[config.mk]
export PLATFORM = sky130hd
export DESIGN_NAME = cpa_mul
export DESIGN_NICKNAME = d
export VERILOG_FILES = /design/src/hw/rtl/cpa_pkg.sv /design/src/hw/rtl/cpa_mul.sv
export SDC_FILE = /design/constraint.sdc
export NUM_CORES = 1
export LEC_CHECK = 0
export ABC_AREA = 1
export CAP_MARGIN = 15
export CORE_AREA = 4 4 243 245
export DETAILED_ROUTE_END_ITERATION = 16
export DIE_AREA = 0 0 247 249
export DONT_BUFFER_PORTS = 1
export PLACE_DENSITY = 0.41
export SETUP_SLACK_MARGIN = 0.3
export SYNTH_ARGS = -nofsm -noshare
export SYNTH_HDL_FRONTEND = slang
export SYNTH_SLANG_ARGS = --single-unit
[constraint.sdc]
create_clock -name clk -period 23.2 [get_ports clk]
set_input_delay 1.16 -clock clk [delete_from_list [all_inputs] [get_ports clk]]
set_output_delay 1.16 -clock clk [all_outputs]
set_load 0.05 [all_outputs]
[src/hw/rtl/cpa_pkg.sv]
`timescale 1ns / 1ps
// ----------------------------------------------------------------------------
// cpa_pkg
// Types and widths shared by the closest point of approach table.
// ----------------------------------------------------------------------------
package cpa_pkg;

  localparam int MulW  = 43;          // serial multiplier operand width
  localparam int ProdW = 2 * MulW;    // full product width
  localparam int NumW  = ProdW;       // divider numerator width
  localparam int DenW  = 35;          // divider denominator width
  localparam int QuoW  = 48;          // divider quotient width
  localparam int RootW = QuoW / 2;    // square root result width
  localparam int TermW = 50;          // signed product terms

  localparam logic ACT_STORE = 1'b0;
  localparam logic ACT_QUERY = 1'b1;

  typedef struct packed {
    logic               action;
    logic [5:0]         vehicle_slot;
    logic [5:0]         other_slot;
    logic signed [23:0] pos_x;
    logic signed [23:0] pos_y;
    logic signed [15:0] vel_x;
    logic signed [15:0] vel_y;
  } req_item_t;

  typedef struct packed {
    logic        pair_valid;
    logic        will_approach;
    logic [23:0] approach_time;
    logic [23:0] approach_distance;
  } rsp_item_t;

  typedef struct packed {
    logic signed [23:0] pos_x;
    logic signed [23:0] pos_y;
    logic signed [15:0] vel_x;
    logic signed [15:0] vel_y;
  } rec_t;

endpackage

[src/hw/rtl/cpa_mul.sv]
`timescale 1ns / 1ps
// ----------------------------------------------------------------------------
// cpa_mul
// Unsigned bit-serial shift-add multiplier, one multiplier bit per cycle.
// ----------------------------------------------------------------------------
module cpa_mul (
  input  logic                      clk,
  input  logic                      rst,
  input  logic                      start,
  input  logic [cpa_pkg::MulW-1:0]  a,
  input  logic [cpa_pkg::MulW-1:0]  b,
  output logic                      done,
  output logic [cpa_pkg::ProdW-1:0] p
);
  import cpa_pkg::*;

  localparam int CW = $clog2(MulW + 1);

  logic             run;
  logic [CW-1:0]    cnt;
  logic [ProdW-1:0] ash;
  logic [MulW-1:0]  bsh;

  always_ff @(posedge clk) begin
    if (rst) begin
      run  <= 1'b0;
      done <= 1'b0;
      cnt  <= '0;
    end else begin
      done <= 1'b0;
      if (start) begin
        run <= 1'b1;
        cnt <= CW'(MulW);
        p   <= '0;
        ash <= ProdW'(a);
        bsh <= b;
      end else if (run) begin
        if (bsh[0]) begin
          p <= p + ash;
        end
        ash <= ash << 1;
        bsh <= bsh >> 1;
        cnt <= cnt - 1'b1;
        if (cnt == CW'(1)) begin
          run  <= 1'b0;
          done <= 1'b1;
        end
      end
    end
  end

endmodule

---- After elaboration in Yosys (flattened, before gate mapping) ----
Index checks and enable logic that the tools add are counted.
storage, ports and cells
  register bits ........................... 223
  bits in latches ......................... 0
  RAM bits ................................ 0
  ROM bits ................................ 0
  input port bits ......................... 89
  output and inout port bits .............. 87
  logic and storage cells ................. 31
  memories kept ........................... 0
cells by class
  $add $sub $neg .......................... 2
  $mul .................................... 0
  div/mod/pow operators ................... 0
  $lt $le $gt $ge ......................... 0
  equality and inequality tests ........... 1
  shift-type cells ........................ 0
  multiplexer cells ....................... 12
  bitwise operators ....................... 2
  reduce and logical (&&, ||, !) cells .... 6
operators by type and width
  cell                                                                   number
  86-bit two-way mux                                                     3
  43-bit two-way mux                                                     3
  86-bit adder                                                           1
  6-bit two-way mux                                                      2
  6-bit by 1-bit equality test with 1-bit output, second input constant  1
  6-bit by 1-bit subtractor with 6-bit output, second input constant     1
  1-bit two-way mux                                                      4
  2-bit nonzero test                                                     2
  3-bit AND reduction                                                    1
  3-bit OR reduction                                                     1
  1-bit NOT                                                              2
  2-bit AND reduction                                                    1
  2-bit OR reduction                                                     1

---- Longest topological paths before layout ----
Gate-level depths: netlist (run 1).
  depth after elaboration ................. 4
  gate-level depth with buffers ........... 16
  mapped depth without buffers ............ 16

---- Worst setup path before layout (run 1) ----
No wires, ideal clock.
  path kind ............................... in2reg
  start ................................... in start
  end ..................................... reg p[0] (netlist bit) (enable)
  setup time .............................. 0.530 ns
  data arrival time ....................... 10.786 ns
  data required time ...................... 22.670 ns
  path slack .............................. 11.884 ns
  cell stages on the path ................. 4
  buffers on the path ..................... 0
  cells stage by stage .................... nor2_1 -> nor2_1 -> inv_1 -> nor2_1
between the ends
  word-level cells in the longest chain between the ends .. 2
  elaborated cells between the ends (all ways) .. 3
  those cells by class .................... reduce/logical (3)
ends and longest elaborated chain
  what                                    RTL line       RTL
  start, declared                         cpa_mul.sv:9   input logic start,
  2-bit nonzero test (no source line)     --
  3-bit AND reduction (no source line) *  --
  end signal, assigned                    cpa_mul.sv:39  p <= p + ash;
  end, declared                           cpa_mul.sv:13  output logic [cpa_pkg::ProdW-1:0] p
Mark *: on every way between the ends. The rest lies on a longest branch, timed or not.
A chain may end at the register's enable or synchronous reset.

---- Worst setup path in the final report (run 1) ----
  start ................................... in start
  end ..................................... reg p[27] (netlist bit) (enable)
The elaborated chain is that of the path after synthesis.

==> flow_summary.json, run 1 <==
{
  "outcome": "complete, no violations",
  "p_int_uw": 862.3,
  "cts_tree": "done",
  "seq_area_mm2": 0.006616,
  "max_stage_delay_ns": 0.86,
  "seq_power_share_pct": 40.7,
  "relSlewSlack_pct": 32.49,
  "gr-total-overflow": 0,
  "finalHoldViolCount": 0,
  "gr-usage-met3_pct": 3.272,
  "grt_pass1_wl_mm": 88.33,
  "path_cells": "nor2_1, nor2_4, buf_4, inv_1, nor2_4, buf_4",
  "diodes": 0,
  "switching_share_pct": 35.09,
  "synth_ff_type": "edfxtp_1",
  "post-route-drc-count": 0,
  "cap_violations": 0,
  "finalWirelength_mm": 58.33,
  "grt_max_degree": 141,
  "cellLeakagePower_nw": 9.542,
  "use_met1_pct": 26.91,
  "max_slew.worst_pin.slew_ns": 1.013,
  "placed_cells": 3272,
  "syn-num-nets": 2712,
  "crit_slowest_cell": "buf_4",
  "layout_commonest_cell": "nand2_1",
  "cts_buffers": 29,
  "path_clk_slew_ns": 0.06,
  "syn_inst": 2535,
  "cts.htree.levels": 1,
  "num_vias": 14910,
  "layout-drive-gt1-share_pct": 6.367,
  "core_mm2": 0.05714,
  "worst_ep_arrival_time_ns": 3.91,
  "syn_area_per_cell_um2": 6.659,
  "cts.sinks": 223,
  "power_density_mw_per_mm2": 70.81,
  "cp-end-kind": "flop",
  "multi_input_area_mm2": 0.008237,
  "wl_per_cell_um": 17.54,
  "ys_warn_count": 0,
  "report.final.slew_viol_count": 0,
  "grt_pass1_vias": 14870,
  "period_share_pct": 16.07,
  "critPathMaxFanout": 140,
  "gr-usage-met2_pct": 29.57,
  "start_util_pct": 29.54,
  "clock_latency_ns": 0.58,
  "fillers": 6347,
  "fin_area_mm2": 0.01876,
  "cts_buffer_depth": 3,
  "die_area_mm2": 0.06150,
  "placed_area_mm2": 0.01776,
  "fmax_mhz": 268.2,
  "final_cell_mix": "1023 x nand2_1, 493 x inv_1, 270 x nor2_1",
  "cts_setup_buffers": 0,
  "grtUsageTotal_pct": 18.70,
  "synth-seq-cells": 223,
  "synth_edf_count": 215,
  "syn_area_mm2": 0.01688,
  "root_buffer": "clkbuf_16",
  "ios": 176,
  "antenna_found_initial": 0,
  "place_congestion": 0.9099,
  "cts_resized": 0,
  "critPathLaunchType": "input port",
  "dp_hpwl_mm": 47.25,
  "critPathRequiredTime_ns": 23.38,
  "fin_crit_ns": 3.728,
  "vias_per_cell": 4.484,
  "fin_cells": 3325,
  "ant_nets": 0,
  "dr.first_iter.drc_count": 814,
  "synth_cell_types": 34,
  "async_flop_share_pct": 0,
  "fin_skew_ns": 0.02539,
  "syn2layout_area_growth_pct": 11.13,
  "holdBufCountCts": 0,
  "die_y_um": 249,
  "rsz0062_at_grt": "false",
  "dr.pass1.iters": 5,
  "nets": 2715,
  "die_x_um": 247,
  "setup_violations": 0,
  "hp-class": "flop to flop",
  "final_core_util_pct": 32.83,
  "combPwrFrac_pct": 23.3,
  "ir_drop_uv": 54.68,
  "yosysSeqAreaShare_pct": 39.19,
  "power_switching_uw": 466.2,
  "io_buffers": 0,
  "grt-busiest-layer": "met2",
  "rows": 88,
  "power_frac_clock_pct": 36.0,
  "setup_tns_ns": 0,
  "criticalPathCategory": "input port to flop"
}
==> kinds of logic after synthesis <==
kind of cell    share of synthesized area (%)
simple gates                            35.41
compound gates                          6.626
buf+inv                                 12.10
xor+xnor                               0.1038
flops                                   39.19
fa+ha+maj                               6.567
==> path summary, 6_finish.rpt <==
path,start,to,slack [ns],cells after the start
worst min-delay path,run,done,0.50,2
worst max-delay path,start,p[27],19.47,6
worst max register to register,run,p[27],19.64,6
worst min register to register,run,done,0.50,2
==> critical path: cells and delay by family <==
| family | cells | cell delay, ns |
|---|---|---|
| AND/OR/NAND/NOR | 3 | 0.81 |
| buffers and inverters | 3 | 1.83 |
==> power groups by stage <==
stage / Clock (mW) / Combinational (mW) / Sequential [mW]
2_1_floorplan: 0 / 0.215 / 0.543
3_5_place_dp: 0 / 0.310 / 0.551
5_1_grt: 0.512 / 0.353 / 0.545
4_1_cts: 0.496 / 0.312 / 0.543
6_report: 0.478 / 0.310 / 0.541
3_3_place_gp: 0 / 0.310 / 0.551
==> stage by stage <==
step                      hold slack [ns]  total power [mW]  setup WS (ns)
after floorplan                    0.4554            0.7583          11.88
after global placement             0.4984            0.8605          18.75
after detailed placement           0.4983            0.8612          18.73
after CTS                          0.5094             1.351          19.35
after global routing               0.5321             1.410          19.15
final                              0.5025             1.329          19.47
==> synth_stat cells (all sizes together) (5+ instances only) <==
cell / n / area, um^2
dfxtp: 8 / 160.2
o21ai: 54 / 270.3
ha: 87 / 1089
edfxtp: 215 / 6456
nand2: 1049 / 4003
nor3: 18 / 135.1
nor2: 314 / 1314
clkbuf: 26 / 97.59
nand4: 5 / 31.28
o21bai: 12 / 97.59
buf: 7 / 31.28
nand3: 73 / 440.4
a21oi: 137 / 685.7
inv: 510 / 1914
==> metal layers <==
layer	part of all wire [%]	up-vias
met3	6.0	64
met2	43	308
met5	0	-
met1	49	6756
li1	-	7782
met4	1.9	0
==> sequential cells by signal (all words and copies together), names as in the netlist <==
signal / count
bsh: 43
cnt: 6
run: 1
p: 86
ash: 86
done: 1
==> area by class of cell <==
type | instances | share of cell area (%)
clock buffer | 31 | 3.908
inverter | 510 | 10.22
clock inverter | 22 | 1.401
multi-input combinational | 1769 | 43.90
sequential | 223 | 35.27
tap | 765 | 5.102
timing repair buffer | 5 | 0.2001
(Power assumes the default switching activity.)
==> run 2: changes to the inputs <==
--- a/config.mk
+++ b/config.mk
@@ -5,11 +5,11 @@
 export SDC_FILE = /design/constraint.sdc
 export NUM_CORES = 1
 export LEC_CHECK = 0
-export ABC_AREA = 1
+export ABC_AREA = 0
 export CAP_MARGIN = 15
-export CORE_AREA = 4 4 243 245
+export CORE_AREA = 4 4 221 223
 export DETAILED_ROUTE_END_ITERATION = 16
-export DIE_AREA = 0 0 247 249
+export DIE_AREA = 0 0 225 227
 export DONT_BUFFER_PORTS = 1
 export PLACE_DENSITY = 0.41
 export SETUP_SLACK_MARGIN = 0.3
==> constraint.sdc (replaced) <==
create_clock -name clk -period 3.7 [get_ports clk]
set_input_delay 0.185 -clock clk [delete_from_list [all_inputs] [get_ports clk]]
set_output_delay 0.185 -clock clk [all_outputs]
set_load 0.05 [all_outputs]
==> flow_summary.json, run 2 <==
{
  "yosys.area_share.simple_pct": 14.85,
  "synth-xor-area-share_pct": 4.277,
  "fin_skew_ns": 0.02893,
  "layout_commonest_cell": "dlygate4sd3_1",
  "layout-drive-gt1-share_pct": 24.15,
  "setup_ws_ns": 0.3170,
  "finalWirelength_mm": 43.74,
  "syn_inst": 1304,
  "fin_area_mm2": 0.02015,
  "die_area_mm2": 0.05108,
  "gr-total-overflow": 0,
  "nets": 1895,
  "multi_input_area_mm2": 0.007690,
  "yosys-top-cells-count": "215 x edfxtp_1, 134 x nor2_1, 124 x a21oi_1",
  "path_common_cell": "buf_4",
  "cts_buffer_depth": 3,
  "syn_area_per_cell_um2": 10.68,
  "synth-compound-area-share_pct": 15.18,
  "seq_area_mm2": 0.006616,
  "dp_slack_ns": 0.02274,
  "p_int_mw": 5.979,
  "combPwrFrac_pct": 30.5,
  "report.final.slew_viol_count": 0,
  "synth-seq-cells": 223,
  "critPathMaxFanout": 3,
  "cts_buffers": 29,
  "outcome": "complete, no violations",
  "hp-class": "input port to flop",
  "cts_tree": "done",
  "grt_pass1_wl_mm": 67.16,
  "core_mm2": 0.04656,
  "synthMuxAreaShare_pct": 7.358,
  "synth_top_cell_area_share_pct": 46.36,
  "async_flop_share_pct": 0,
  "seq_power_share_pct": 36.6,
  "vias_per_cell": 4.899,
  "setup_tns_ns": 0,
  "yosysSeqAreaShare_pct": 47.51,
  "cap_violations": 0,
  "start_util_pct": 29.91,
  "setup_violations": 0,
  "antenna_found_initial": 5,
  "cts.sinks": 223,
  "syn2layout_area_growth_pct": 44.73,
  "io_buffers": 0,
  "wl_per_cell_um": 18.63,
  "max_slew.worst_pin.slew_ns": 0.6498,
  "fin_crit_ns": 3.383,
  "power_switching_mw": 2.751,
  "die_x_um": 225,
  "critPathRequiredTime_ns": 4.01,
  "ys_top_cells_by_area": "edfxtp_1 46%, ha_1 7.8%, mux2_2 7.2%, a21oi_1 4.5%, nor2_1 3.6%",
  "power_frac_clock_pct": 32.9,
  "grt_pass1_vias": 11920,
  "ir_drop_uv": 363.8,
  "power_density_mw_per_mm2": 433.2,
  "synth_cell_types": 72,
  "fillers": 4511,
  "max_stage_delay_ns": 0.43,
  "finalHoldViolCount": 0,
  "grtUsageTotal_pct": 16.42,
  "synth_area_leader_cell": "edfxtp_1",
  "critPathLaunchType": "flop",
  "root_buffer": "clkbuf_16",
  "grt_max_degree": 170,
  "num_vias": 11500,
  "cellLeakagePower_nw": 7.718,
  "dp_hpwl_mm": 29.97,
  "ant_nets": 0,
  "hold_depth": 2,
  "cp-end-kind": "flop",
  "path_clk_slew_ns": 0.06,
  "cts.htree.levels": 1,
  "placed_area_mm2": 0.01557,
  "final_core_util_pct": 43.29,
  "rows": 79,
  "clock_latency_ns": 0.59,
  "post-route-drc-count": 0,
  "period_share_pct": 91.43,
  "largest_registers": "ash x86, p x86, bsh x43",
  "criticalPathCategory": "flop to flop",
  "dr.first_iter.drc_count": 519,
  "synth.most_common_cell": "edfxtp_1",
  "syn_area_mm2": 0.01393,
  "die_y_um": 227,
  "synth_edf_count": 215,
  "place_congestion": 0.8280,
  "dr.pass1.iters": 4,
  "synth_ff_type": "edfxtp_1",
  "ios": 176,
  "syn-num-nets": 1481,
  "synth_top_family_by_area": "compound AO/OA/AOI/OAI gates",
  "fmax_mhz": 295.6,
  "fin_hold_ws_ns": 0.1558,
  "worst_ep_arrival_time_ns": 3.69,
  "relSlewSlack_pct": 56.68,
  "final_cell_mix": "255 x dlygate4sd3_1, 215 x edfxtp_1, 175 x buf_4",
  "path_cells": "ha_4, buf_6, a21oi_2, nand2_1, a221oi_2, buf_4, o211ai_1, a21oi_1, buf_4, nand3b_1, buf_6, a211oi_2, buf_4, o31ai_4, xnor2_1, nor2_1",
  "ys_warn_count": 0,
  "crit_slowest_cell": "edfxtp_1",
  "rsz0062_at_grt": "true",
  "synth_fa_ha_area_share_pct": 7.960,
  "r2r_cells": 16,
  "switching_share_pct": 31.51
}
-- run 2: cell types whose count changed in the layout (fill, tap and decap cells not counted), moves of 33 or more --
cell	delta
a21o_1	+41
buf_4	+170
dlygate4sd3_1	+255
ha_1	-35
inv_1	-466
mux2_2	+88
nand2_1	-942
nand3_1	-47
nor2_1	-140
nor2_2	-33
nor2b_1	+59
xnor2_1	+38
-- run 2: final timing paths --
check,end,slack (ns),startpoint
max,p[84],0.32,p[38]
min,p[76],0.16,start
max reg2reg,p[84],0.32,p[38]
min reg2reg,cnt[0],0.53,cnt[0]
-- run 2: power groups by stage --
stage	Sequential, mW	Clock [mW]	Combinational [mW]
floorplan	3.44	0	1.30
global placement	3.24	0	2.11
detailed placement	3.24	0	2.10
CTS	3.20	2.98	2.55
global route	3.22	3.08	2.90
finish	3.20	2.87	2.66
-- run 2: timing repair --
| action | 4_1_cts | 5_1_grt |
|---|---|---|
| pin swaps | 25 | 52 |
| buffers inserted | 30 | 19 |
| endpoints found under the setup margin | 25 | 45 |
| hold buffers | 256 | 0 |
| endpoints found under the hold margin | 223 | 0 |
| resized for setup | 52 | 66 |
-- run 2: logic make-up after synthesis --
group | Yosys count
mux | 91
buf+inv | 86
flops | 223
compound gates | 336
simple gates | 412
fa+ha+maj | 88
xor+xnor | 68
-- run 2: routing by layer --
layer  vias to the layer above  track usage (%)  part of all wire [%]
met3                        56            3.727                   4.8
met2                       179            28.88                    49
met4                         6            3.557                   2.2
li1                       5691                -                     -
met5                         -                0                 0.064
met1                      5570            20.78                    44
-- run 2: per-stage QoR --
step           instances  total power [mW]
2_1_floorplan       1304             4.746
3_3_place_gp        1989             5.342
3_5_place_dp        1989             5.335
4_1_cts             2327             8.719
5_1_grt             2348             9.198
6_report            2348             8.730
-- run 2: layout make-up --
cell class                 count  share of cell area, %
antenna                        2                0.02483
clock buffer                  36                  3.731
clock inverter                16                 0.9436
inverter                      28                 0.5401
multi-input combinational    995                  38.16
sequential                   223                  32.83
tap                          607                  3.768
timing repair buffer         441                  20.01
-- run 2: worst max-delay path, delay by kind of cell, from the launching register on --
family | cells | cell delay (ns)
buf+inv | 5 | 0.86
flops | 1 | 0.43
fa+ha+maj | 1 | 0.27
xor+xnor | 1 | 0.18
simple gates | 3 | 0.39
compound gates | 6 | 0.96
