--- config.mk ---
export PLATFORM = sky130hd
export DESIGN_NAME = cpa_sqrt
export DESIGN_NICKNAME = d
export VERILOG_FILES = /design/src/hw/rtl/cpa_pkg.sv /design/src/hw/rtl/cpa_sqrt.sv
export SDC_FILE = /design/constraint.sdc
export NUM_CORES = 1
export LEC_CHECK = 0
export CAP_MARGIN = 20
export CORE_ASPECT_RATIO = 1.2
export CORE_MARGIN = 5
export CORE_UTILIZATION = 50
export CTS_BUF_LIST = sky130_fd_sc_hd__clkbuf_2 sky130_fd_sc_hd__clkbuf_4 sky130_fd_sc_hd__clkbuf_8
export DETAILED_ROUTE_END_ITERATION = 12
export DONT_BUFFER_PORTS = 1
export PLACE_DENSITY = 0.68
export SLEW_MARGIN = 20
export SYNTH_ARGS = -nofsm -noshare
export SYNTH_HDL_FRONTEND = slang
export SYNTH_SLANG_ARGS = --single-unit
export TNS_END_PERCENT = 5
--- constraint.sdc ---
create_clock -name clk -period 6.76 [get_ports clk]
set_clock_uncertainty 0.15 [all_clocks]
set_input_delay 1.014 -clock clk [delete_from_list [all_inputs] [get_ports clk]]
set_output_delay 1.014 -clock clk [all_outputs]
set_load 0.005 [all_outputs]
--- src/hw/rtl/cpa_pkg.sv ---
`timescale 1ns / 1ps
// ----------------------------------------------------------------------------
// cpa_pkg
// Types and widths shared by the closest point of approach table.
// ----------------------------------------------------------------------------
package cpa_pkg;

  localparam int MulW  = 43;          // serial multiplier operand width
  localparam int ProdW = 2 * MulW;    // full product width
  localparam int NumW  = ProdW;       // divider numerator width
  localparam int DenW  = 35;          // divider denominator width
  localparam int QuoW  = 48;          // divider quotient width
  localparam int RootW = QuoW / 2;    // square root result width
  localparam int TermW = 50;          // signed product terms

  localparam logic ACT_STORE = 1'b0;
  localparam logic ACT_QUERY = 1'b1;

  typedef struct packed {
    logic               action;
    logic [5:0]         vehicle_slot;
    logic [5:0]         other_slot;
    logic signed [23:0] pos_x;
    logic signed [23:0] pos_y;
    logic signed [15:0] vel_x;
    logic signed [15:0] vel_y;
  } req_item_t;

  typedef struct packed {
    logic        pair_valid;
    logic        will_approach;
    logic [23:0] approach_time;
    logic [23:0] approach_distance;
  } rsp_item_t;

  typedef struct packed {
    logic signed [23:0] pos_x;
    logic signed [23:0] pos_y;
    logic signed [15:0] vel_x;
    logic signed [15:0] vel_y;
  } rec_t;

endpackage

--- src/hw/rtl/cpa_sqrt.sv ---
`timescale 1ns / 1ps
// ----------------------------------------------------------------------------
// cpa_sqrt
// Digit-by-digit integer square root, one root bit per cycle.
// ----------------------------------------------------------------------------
module cpa_sqrt (
  input  logic                      clk,
  input  logic                      rst,
  input  logic                      start,
  input  logic [cpa_pkg::QuoW-1:0]  x,
  output logic                      done,
  output logic [cpa_pkg::RootW-1:0] root
);
  import cpa_pkg::*;

  localparam int CW = $clog2(RootW + 1);
  localparam int RW = RootW + 2;

  logic            run;
  logic [CW-1:0]   cnt;
  logic [RW-1:0]   rem;
  logic [QuoW-1:0] xs;
  logic [RW+1:0]   r4;
  logic [RW+1:0]   trial;

  assign r4    = {rem, xs[QuoW-1:QuoW-2]};
  assign trial = {2'b00, root, 2'b01};

  always_ff @(posedge clk) begin
    if (rst) begin
      run  <= 1'b0;
      done <= 1'b0;
      cnt  <= '0;
    end else begin
      done <= 1'b0;
      if (start) begin
        rem  <= '0;
        root <= '0;
        xs   <= x;
        cnt  <= CW'(RootW);
        run  <= 1'b1;
      end else if (run) begin
        if (r4 >= trial) begin
          rem  <= RW'(r4 - trial);
          root <= {root[RootW-2:0], 1'b1};
        end else begin
          rem  <= RW'(r4);
          root <= {root[RootW-2:0], 1'b0};
        end
        xs  <= xs << 2;
        cnt <= cnt - 1'b1;
        if (cnt == CW'(1)) begin
          run  <= 1'b0;
          done <= 1'b1;
        end
      end
    end
  end

endmodule

Yosys cells after proc, flatten, opt, wreduce, memory -nomap -nowiden. Cells that the tools add are included. Widths: inputs -> output; s select.

Multiplexer cells: 12. Equality and inequality tests: 1. Add/sub/neg operators: 2. Reductions and logical operators: 4. Magnitude comparators: 1. Bitwise gates (word level): 2.

Operators by type and width (number): $mux 48 (2); $mux 26 (2); $ge 28x26->1 (1); $sub 26x26->26 (1); $mux 24 (1); $mux 5 (2); $eq 5x1->1 const B (1); $mux 1 (5); $sub 5x1->5 const B (1); $reduce_or 3->1 (1); $not 1->1 (2); $reduce_and 2->1 (1); $reduce_bool 2->1 (1); $reduce_or 2->1 (1).

Output and inout bits: 25. Logic and storage cells: 29. Input bits: 51. Register bits: 105.

Logic depth before layout (Yosys ltp). Gate-level depths: netlist of run 1.

Depth after elaboration: 4. Mapped depth: 12. Mapped depth without buffers: 9.

Worst setup path after synthesis of run 1. OpenSTA, ideal clock, no wires.

Path kind: input port to flip-flop. Start: in start. End: reg rem[0], enable pin. Cell stages on the path: 4. Arrival time: 5.751 ns. Data required time: 6.055 ns. Slack: 0.304 ns. Buffers on the path: 2. Setup time: 0.555 ns. Cell sequence: clkbuf_1 clkbuf_1 nor2_1 nor2_1.

Cells in the longest elaborated chain, start to end: 2.

RTL lines: start: declaration (RTL line cpa_sqrt.sv:9) `input logic start,`; $reduce_bool 2->1 (no source line); $reduce_and 2->1 (no source line); end signal: assignment (RTL line cpa_sqrt.sv:44) `rem <= RW'(r4 - trial);`; end signal: assignment (RTL line cpa_sqrt.sv:47) `rem <= RW'(r4);`; end: declaration (RTL line cpa_sqrt.sv:21) `logic [RW-1:0] rem;`.

Every way passes these cells. A chain may end at the register's enable or synchronous reset.

Final worst setup path of run 1.
Start: reg root[16] in the netlist's numbering. End: reg rem[17] (data pin).

Cells in the longest elaborated chain, start to end: 3.

RTL lines: start: declaration (RTL line cpa_sqrt.sv:12) `output logic [cpa_pkg::RootW-1:0] root`; start signal: assignment (RTL line cpa_sqrt.sv:45) `root <= {root[RootW-2:0], 1'b1};`; start signal: assignment (RTL line cpa_sqrt.sv:48) `root <= {root[RootW-2:0], 1'b0};`; $ge 28x26->1 (RTL line cpa_sqrt.sv:43) `if (r4 >= trial) begin`; $mux 26 (RTL line cpa_sqrt.sv:43); $mux 26 (RTL line cpa_sqrt.sv:42) `end else if (run) begin`.

Every way passes these cells. The select of a mux whose other input is x is not followed.

==> impl_metrics.tcl, run 1 <==
set metrics [dict create \
    outcome "complete, no violations" \
    final_layout_size_suffix_gt1_frac 0.157 \
    synth-xor-area-share 0.0297 \
    seqPwrFrac 0.513 \
    irDropWorstVdd_v 0.000165 \
    leakage_nw 2.36 \
    io_pins 76 \
    overflow 0 \
    fin_crit_sh 0.501 \
    synth_warnings 0 \
    grt_max_degree 94 \
    dr.max_layer_used "met5" \
    rsz0062_at_grt "false" \
    grt_pass1_vias 3887 \
    drt-pass1-iter-count 5 \
    internal_power_mw 1.12 \
    cts_resized 0 \
    tightest_slew_ns 0.950 \
    wirelength_met1_um 4800 \
    worstSetupStartpointType "flip-flop" \
    drt-total-wl_um 11300 \
    cp-end-kind "flip-flop" \
    max_freq_mhz 295 \
    synth_adder_area_share 0.0594 \
    grt_usage 0.169 \
    vias 3795 \
    synth_edf_count 98 \
    slew_viol_final 0 \
    power_density_mw_per_mm2 252 \
    cts_made_buffers 9 \
    fillers 995 \
    fin_cells 667 \
    h-tree-depth 3 \
    grt_first_pass_wirelength_um 18800 \
    seqCellArea_mm2 0.00308 \
    remaining_drc_errors 0 \
    root_buffer "clkbuf_8" \
    ys_seq_area_frac 0.523 \
    synthFlopType "edfxtp_1" \
    pwr-share-comb 0.225 \
    numPortBuffers 0 \
    placed_cells 651 \
    wl_met2_um 5500 \
    worstSetupPathType "flip-flop to flip-flop" \
    synth_nets 592 \
    die_x_um 109 \
    finalSetupViolCount 0 \
    cts.path.max_buffers 2 \
    postSynthCellCount 513 \
    critPathMaxFanout 18 \
    wl_met3_um 731 \
    finalWorstSetupSlack_ns 3.37 \
    antenna_found_initial 1 \
    min_path_type "flip-flop to flip-flop" \
    p_switching_mw 0.445 \
    multiInputGateArea_mm2 0.00256 \
    dpl_cell_area_mm2 0.00600 \
    yosys.area_share.simple 0.111 \
    dieArea_mm2 0.0141 \
    place_hpwl_um 8070 \
    cts_sinks 105 \
    cp_data_required_time_ns 6.80 \
    stdcell_area_mm2 0.00621 \
    insertion_delay_ns 0.38 \
    hold_viol 0 \
    setup_tns_ns 0 \
    synth_seq_cells 105 \
    path_clk_slew_ns 0.10 \
    rr_worst_depth 9 \
    placementRows 43 \
    cts_tree "built" \
    place.gp.congestion 0.893 \
    wire_per_inst_um 16.9 \
    ant_nets 0 \
    ys_types 61 \
    core_area_mm2 0.0116 \
    diodes 0 \
    cts_hold_buffers 0 \
    synth-compound-area-share 0.118 \
    min_path_cells 2 \
    dieHeight_um 129 \
    via_per_inst 5.69 \
    cap_violations 0 \
    synth.mux.area_fraction 0.114 \
    layout.nets 584 \
    synthArstFlopShare 0 \
    cts_setup_buffers 0 \
    cp.arrival_ns 3.42 \
    swShare 0.284 \
    maxSlewHeadroom 0.367 \
    syn_area_mm2 0.00589 \
    synth_top_family_by_area "compound AO/OA/AOI/OAI gates" \
    syn_to_final_growth_pct 5.33 \
    first_iter_violations 193 \
    pwr-share-clk 0.262 \
    syn_area_per_cell_um2 11.5 \
    period_minus_slack_ns 3.39 \
    pre_cts_ws_ns 3.35 \
    start_util 0.510 \
]
-- cell usage in the layout, fill, tap and decap left out, types with 3 or more instances in the layout --
cell type	count
nand2_1	24
nor2_1	61
inv_1	40
edfxtp_1	98
nand3_1	10
nor3_1	10
a21o_1	5
nor4b_1	3
mux2_2	48
a211oi_1	4
clkbuf_8	10
a2111oi_0	3
nand4_1	4
o21a_1	11
xnor2_1	13
ha_1	28
mux2i_1	13
and3_1	4
xor2_1	7
o21ai_0	16
a21boi_0	4
or2_2	3
dfxtp_1	7
nand2b_1	3
a21oi_1	28
-- final cells by class --
class / count / share of cell area
clock buffers: 11 / 0.0234
clock inverters: 5 / 0.0101
inverters: 40 / 0.0242
multi-input cells: 347 / 0.412
flip-flops and latches: 105 / 0.497
well taps: 157 / 0.0316
repair buffers: 2 / 0.00242
-- through the flow --
stage                     power [mW]  utilization  hold WS [ns]
final                           1.56        0.537         0.367
after global routing            1.65        0.537         0.425
after CTS                       1.58        0.537         0.371
after detailed placement        1.17        0.519         0.357
after global placement          1.16        0.519         0.341
after floorplan                 1.11            -         0.327
-- path summary, 6_finish.rpt --
path | startpoint | end | slack, ns
max reg2reg | root[16]$_SDFFCE_PP0P_ | rem[17]$_SDFFCE_PP0P_ | 3.37
min reg2reg | cnt[1]$_SDFFE_PP0P_ | cnt[1]$_SDFFE_PP0P_ | 0.37
min | cnt[1]$_SDFFE_PP0P_ | cnt[1]$_SDFFE_PP0P_ | 0.37
max | root[16]$_SDFFCE_PP0P_ | rem[17]$_SDFFCE_PP0P_ | 3.37
-- power groups by stage --
| stage | clock network [mW] | registers, mW | logic [mW] |
|---|---|---|---|
| after floorplan | 0 | 0.813 | 0.302 |
| after global placement | 0 | 0.817 | 0.347 |
| after detailed placement | 0 | 0.818 | 0.352 |
| after CTS | 0.425 | 0.804 | 0.354 |
| after global routing | 0.448 | 0.809 | 0.397 |
| final | 0.410 | 0.803 | 0.352 |
-- synthesized netlist by cell type, drive strengths merged (5+ instances only) --
cell	instances	area, µm²
edfxtp	98	2940
nor2	63	239
mux2	48	541
inv	40	150
a21oi	28	140
ha	28	350
nand2	26	113
o21ai	18	90.1
mux2i	13	130
xnor2	13	114
buf	12	75.1
o21a	11	82.6
nand3	10	50.1
nor3	10	50.1
clkbuf	9	37.5
dfxtp	7	140
xor2	7	61.3
a2111oi	5	56.3
a211oi	5	42.5
a21o	5	37.5
-- per-layer routing --
layer	GRT usage	up-vias
met5	0	-
met4	0.0728	2
met2	0.274	99
li1	-	1860
met3	0.0532	22
met1	0.206	1812
-- sequential cells by signal, indices dropped and copies added, names as in the netlist --
name  count
xs       48
root     24
run       1
done      1
rem      26
cnt       5
-- critical path, stage by stage, from the launching register on --
cell and delay (ns):
edfxtp_1 0.38, inv_1 0.07, ha_1 0.41, nand3_1 0.23, nor4_2 0.38, nand3_1 0.12
nand3_1 0.19, a211o_1 0.77, nand2_4 0.17, o32ai_1 0.33
-- cells by family (layout without fill, tap and decap cells) --
family,Yosys count,after routing
buffers and inverters,61,58
AOI/OAI and AO/OA,101,101
DFF,105,105
muxes,61,61
xor gates and xnor gates,20,20
adders and majority gates,28,28
and+or+nand+nor,137,137
(Power assumes the default switching activity.)
==> inputs of run 2 (changes only) <==
Clock period 6.76 ns to 2.8 ns, I/O delays scaled along.
==> run 2 against run 1 <==
  * Via count increased by 4.2%
  * First-iteration DRC count grew 2.6%
  * Register-to-register slack got worse by 3.3 ns
  * Final area rose by 10%
  * Highest routed layer is now met4
  * Routed wire length grew 7.3%
  * Largest power group unchanged
  * Count of clock-buffer cells in the layout down 1
  * Critical endpoint is now rem[10]$_SDFFCE_PP0P_
==> impl_metrics.tcl, run 2 (synthesis gave the netlist of run 1 again) <==
set metrics [dict create \
    cp.arrival_ns 2.78 \
    rsz0062_at_grt "true" \
    worstSetupPathType "flip-flop to flip-flop" \
    cap_violations 0 \
    stdcell_area_mm2 0.00684 \
    io_pins 76 \
    ant_nets 0 \
    cts_tree "built" \
    maxSlewHeadroom 0.678 \
    irDropWorstVdd_v 0.000340 \
    antenna_found_initial 0 \
    grt_pass1_vias 4196 \
    fin_crit_sh 0.964 \
    hold_slack_ns 0.0974 \
    setup_tns_ns 0 \
    outcome "complete, no violations" \
    overflow 0 \
    cp-end-kind "flip-flop" \
    vias 3955 \
    dieHeight_um 129 \
    diodes 0 \
    remaining_drc_errors 0 \
    place.gp.congestion 0.903 \
    power_density_mw_per_mm2 577 \
    path_clk_slew_ns 0.11 \
    path_delay_family "compound AO/OA/AOI/OAI gates" \
    path_buf_inv 1 \
    cts_made_buffers 9 \
    reg.largest.list "xs (48), rem (26), root (24)" \
    layout.nets 635 \
    finalWorstSetupSlack_ns 0.101 \
    grt_usage 0.178 \
    path_cells "ha_4 -> nand4_1 -> a2111oi_2 -> a21bo_4 -> nand2_4 -> a211oi_2 -> buf_4 -> or3b_1 -> a21oi_1" \
    place_hpwl_um 8690 \
    slowest_stage "edfxtp_1" \
    drt-total-wl_um 12100 \
    p_switching_mw 1.20 \
    via_per_inst 5.51 \
    slew_viol_final 0 \
    internal_power_mw 2.75 \
    pre_cts_ws_ns -0.0464 \
    cts.path.max_buffers 2 \
    pwr-share-clk 0.237 \
    finalSetupViolCount 0 \
    grt_max_degree 92 \
    fin_cells 718 \
    leakage_nw 2.62 \
    swShare 0.303 \
    min_path_type "primary input to flip-flop" \
    fillers 967 \
    cpPeakStageDelay_ns 0.46 \
    first_iter_violations 198 \
    regMostFlops "xs" \
    placementRows 43 \
    seqPwrFrac 0.492 \
    insertion_delay_ns 0.37 \
    critPathMaxFanout 3 \
    final_layout_size_suffix_gt1_frac 0.282 \
    cp_data_required_time_ns 2.89 \
    worstSetupStartpointType "flip-flop" \
    drt-pass1-iter-count 4 \
    cts_sinks 105 \
    layout_commonest_cell "edfxtp_1" \
    root_buffer "clkbuf_8" \
    placed_cells 700 \
    wire_per_inst_um 16.9 \
    tightest_slew_ns 0.483 \
    core_area_mm2 0.0116 \
    max_freq_mhz 371 \
    dpl_cell_area_mm2 0.00640 \
    numPortBuffers 0 \
    largest_reg_flops 48 \
    h-tree-depth 3 \
    start_util 0.510 \
    period_minus_slack_ns 2.70 \
    syn_to_final_growth_pct 16.0 \
    layout_common_cells "98 x edfxtp_1, 60 x nor2_1, 49 x buf_4" \
    pwr-share-comb 0.271 \
    grt_first_pass_wirelength_um 20000 \
    hold_viol 0 \
    dieArea_mm2 0.0141 \
    die_x_um 109 \
]
-- run 2: cell count changes in the layout (fill, tap and decap cells not counted), sizes merged --
cell | previous run | this run
inv | 42 | 43
bufinv | 1 | 0
buf | 2 | 51
dlygate4sd3 | 0 | 2
clkinv | 1 | 2
clkbuf | 11 | 10
-- run 2: power by group through the flow --
| stage | Combinational (mW) | Sequential [mW] | Clock [mW] |
|---|---|---|---|
| after floorplan | 0.734 | 1.95 | 0 |
| after global placement | 0.960 | 1.97 | 0 |
| after detailed placement | 0.977 | 1.97 | 0 |
| after CTS | 0.993 | 1.94 | 0.960 |
| after global routing | 1.18 | 1.95 | 1.02 |
| final | 1.07 | 1.94 | 0.937 |
-- run 2: final cells by class --
class | instances | area (µm²) | area share
sequential | 105 | 3080 | 0.451
clock inverter | 6 | 61.3 | 0.00896
multi-input combinational | 347 | 2790 | 0.408
tap | 157 | 196 | 0.0287
clock buffer | 10 | 131 | 0.0192
timing repair buffer | 53 | 428 | 0.0626
inverter | 40 | 150 | 0.0220
-- run 2: per-stage QoR --
| step | power (mW) | utilization |
|---|---|---|
| 6_report | 3.95 | 0.591 |
| 5_1_grt | 4.16 | 0.591 |
| 4_1_cts | 3.89 | 0.573 |
| 3_5_place_dp | 2.95 | 0.553 |
| 3_3_place_gp | 2.93 | 0.553 |
| 2_1_floorplan | 2.69 | - |
-- run 2: path summary, 6_finish.rpt --
path	to	slack, ns	cells past startpoint	from
min reg2reg	cnt[1]$_SDFFE_PP0P_	0.36	2	cnt[1]$_SDFFE_PP0P_
min	done$_SDFF_PP0_	0.1	2	rst
max	rem[10]$_SDFFCE_PP0P_	0.10	9	rem[10]$_SDFFCE_PP0P_
max reg2reg	rem[10]$_SDFFCE_PP0P_	0.10	9	rem[10]$_SDFFCE_PP0P_
-- run 2: worst reg2reg max path: cells and delay by family, from the launching register on --
family	cells	cell delay (ns)
and+or+nand+nor	3	0.65
DFF	1	0.46
buffers and inverters	1	0.16
adders and majority gates	1	0.31
AOI/OAI and AO/OA	4	0.83
-- run 2: metal layers --
metal | part of all wire | routed length [µm] | GRT usage | vias up
met2 | 0.51 | 6140 | 0.306 | 81
met1 | 0.42 | 5110 | 0.216 | 1897
met5 | 0 | 0 | 0 | -
met3 | 0.063 | 768 | 0.0527 | 9
li1 | - | - | - | 1968
met4 | 0.0077 | 93 | 0.0490 | 0
-- run 2: what timing repair did --
item                       4_1_cts  5_1_grt
hold buffers                     2        0
setup endpoints to repair       18       26
pin swaps                        0        8
cloned                           0        0
buffers inserted                 0        0
hold endpoints to repair         6        0
gates resized for setup          5       38
==> inputs of run 3 (changes only) <==
Settings changed: ABC_AREA set to 1.
==> run 3 against run 2 <==
  * Count of clock-buffer cells in the layout is 1 lower
  * Combinational power down 10%
  * Highest routed layer unchanged
  * Area after synthesis increased by 11%
  * Via count is 30% higher
  * Global-route usage increased by 1.3 points
==> impl_metrics.tcl, run 3 <==
set metrics [dict create \
    die_x_um 115 \
    synth_nets 937 \
    remaining_drc_errors 0 \
    dieHeight_um 136 \
    power_density_mw_per_mm2 568 \
    tightest_slew_ns 0.418 \
    ys_types 33 \
    cts_sinks 105 \
    syn_area_per_cell_um2 7.66 \
    wirelength_met1_um 6120 \
    syn_area_mm2 0.00657 \
    drt-total-wl_um 14300 \
    synth_common_cells "346 x nand2_1, 128 x inv_1, 99 x nor2_1" \
    cts_tree "built" \
    place.gp.congestion 0.903 \
    via_per_inst 4.98 \
    slowest_stage "edfxtp_1" \
    dieArea_mm2 0.0155 \
    layout.nets 935 \
    synth_seq_cells 105 \
    critPathMaxFanout 20 \
    period_minus_slack_ns 2.52 \
    min_path_type "primary input to flip-flop" \
    rsz0062_at_grt "false" \
    first_iter_violations 225 \
    insertion_delay_ns 0.37 \
    place_hpwl_um 10600 \
    reg.largest.list "xs (48), rem (26), root (24)" \
    largest_reg_flops 48 \
    cp.arrival_ns 2.61 \
    h-tree-depth 3 \
    cpPeakStageDelay_ns 0.39 \
    numPortBuffers 0 \
    placed_cells 1012 \
    io_pins 76 \
    slew_viol_final 0 \
    worstSetupStartpointType "flip-flop" \
    outcome "complete, no violations" \
    antenna_found_initial 0 \
    postSynthCellCount 858 \
    grt_pass1_vias 5129 \
    synthFlopType "edfxtp_1" \
    fin_cells 1029 \
    yosysMostFrequentCell "nand2_1" \
    ys_seq_area_frac 0.469 \
    placementRows 46 \
    worstSetupPathType "flip-flop to flip-flop" \
    path_clk_slew_ns 0.11 \
    finalSetupViolCount 0 \
    cts.path.max_buffers 2 \
    dr.max_layer_used "met4" \
    fin_crit_sh 0.901 \
    wl_met2_um 7170 \
    overflow 0 \
    yosys-top-cells-area "edfxtp_1 45%, nand2_1 20%, inv_1 7.3%" \
    grt_first_pass_wirelength_um 23700 \
    final_layout_size_suffix_gt1_frac 0.0674 \
    root_buffer "clkbuf_8" \
    path_delay_family "simple AND/OR/NAND/NOR gates" \
    leakage_nw 3.46 \
    cp-end-kind "flip-flop" \
    synth_warnings 0 \
    cts_setup_buffers 0 \
    diodes 0 \
    path_cells "inv_1 -> ha_1 -> nand4_1 -> inv_1 -> nand2_1 -> nand2_1 -> a21oi_2 -> nand3_4 -> inv_4 -> nor2_1 -> nor2_1" \
    synth_edf_count 98 \
    layout_common_cells "346 x nand2_1, 128 x inv_1, 99 x nor2_1" \
    synth_top_area_frac 0.448 \
    vias 5127 \
    stdcell_area_mm2 0.00701 \
    maxSlewHeadroom 0.721 \
    drt-pass1-iter-count 4 \
    path_buf_inv 3 \
    wl_met3_um 697 \
    start_util 0.503 \
    dpl_cell_area_mm2 0.00676 \
    synthArstFlopShare 0 \
    regMostFlops "xs" \
    grt_usage 0.191 \
    wire_per_inst_um 13.9 \
    max_freq_mhz 396 \
    grt_max_degree 91 \
    yosys.area.top_type "edfxtp_1" \
    cts_made_buffers 9 \
    syn_to_final_growth_pct 6.67 \
    cap_violations 0 \
    irDropWorstVdd_v 0.000349 \
    hold_viol 0 \
    layout_commonest_cell "nand2_1" \
    ant_nets 0 \
    cp_data_required_time_ns 2.89 \
    core_area_mm2 0.0131 \
]
run 3: worst paths after layout:
check	start	endpoint	slack, ns	depth (start not counted)
worst max-delay path	root[22]$_SDFFCE_PP0P_	rem[23]$_SDFFCE_PP0P_	0.28	11
worst min-delay path	start	run$_SDFF_PP0_	0.05	2
worst max register to register	root[22]$_SDFFCE_PP0P_	rem[23]$_SDFFCE_PP0P_	0.28	11
worst min register to register	cnt[3]$_SDFFE_PP0N_	cnt[3]$_SDFFE_PP0N_	0.34	2
run 3: cell families after synthesis:
group                      Yosys count  synth area share
AOI/OAI and AO/OA                   41            0.0394
xor gates and xnor gates            11            0.0147
adders and majority gates           28            0.0533
buffers and inverters              151            0.0924
DFF                                105             0.469
and+or+nand+nor                    522             0.331
run 3: repair_timing:
item | in CTS | in global routing
hold endpoints to repair | 2 | 0
hold buffers | 1 | 0
setup endpoints to repair | 0 | 0
resized for setup | 0 | 0
run 3: layer usage:
metal / GRT usage / vias up
li1: - / 2676
met1: 0.240 / 2333
met2: 0.326 / 102
met3: 0.0389 / 16
met4: 0.0653 / 0
met5: 0 / -
run 3: worst reg2reg max path: stages, from the launching register on:
cell      delay, ns
edfxtp_1       0.39
inv_1          0.07
ha_1           0.36
nand4_1        0.24
inv_1          0.11
nand2_1        0.09
nand2_1        0.07
a21oi_2        0.16
nand3_4        0.22
inv_4          0.31
nor2_1         0.09
nor2_1         0.12
run 3: stage by stage:
stage	utilization	TNS [ns]	power, mW	worst slack, ns	hold WS [ns]
3_5_place_dp	0.518	0	2.92	0.266	0.319
2_1_floorplan	-	-5.36	2.72	-0.0543	0.292
6_report	0.536	0	3.98	0.278	0.0531
4_1_cts	0.536	0	4.02	0.228	0.0246
5_1_grt	0.536	0	4.23	0.0425	0.0445
3_3_place_gp	0.518	0	2.91	0.322	0.305
run 3: final cells by class:
| type | count | area [µm²] |
|---|---|---|
| Fill cell | 1270 | 6060 |
| Sequential cell | 105 | 3080 |
| Multi-Input combinational cell | 602 | 2890 |
| Inverter | 130 | 503 |
| Tap cell | 168 | 210 |
| Clock buffer | 9 | 124 |
| Clock inverter | 7 | 109 |
| Timing Repair Buffer | 8 | 87.6 |
run 3: report_power, final:
part / switching [mW] / leakage [nW] / internal, mW
Combinational: 0.626 / 2.33 / 0.335
Clock: 0.569 / 0.118 / 0.523
Sequential: 0.0568 / 1.01 / 1.87
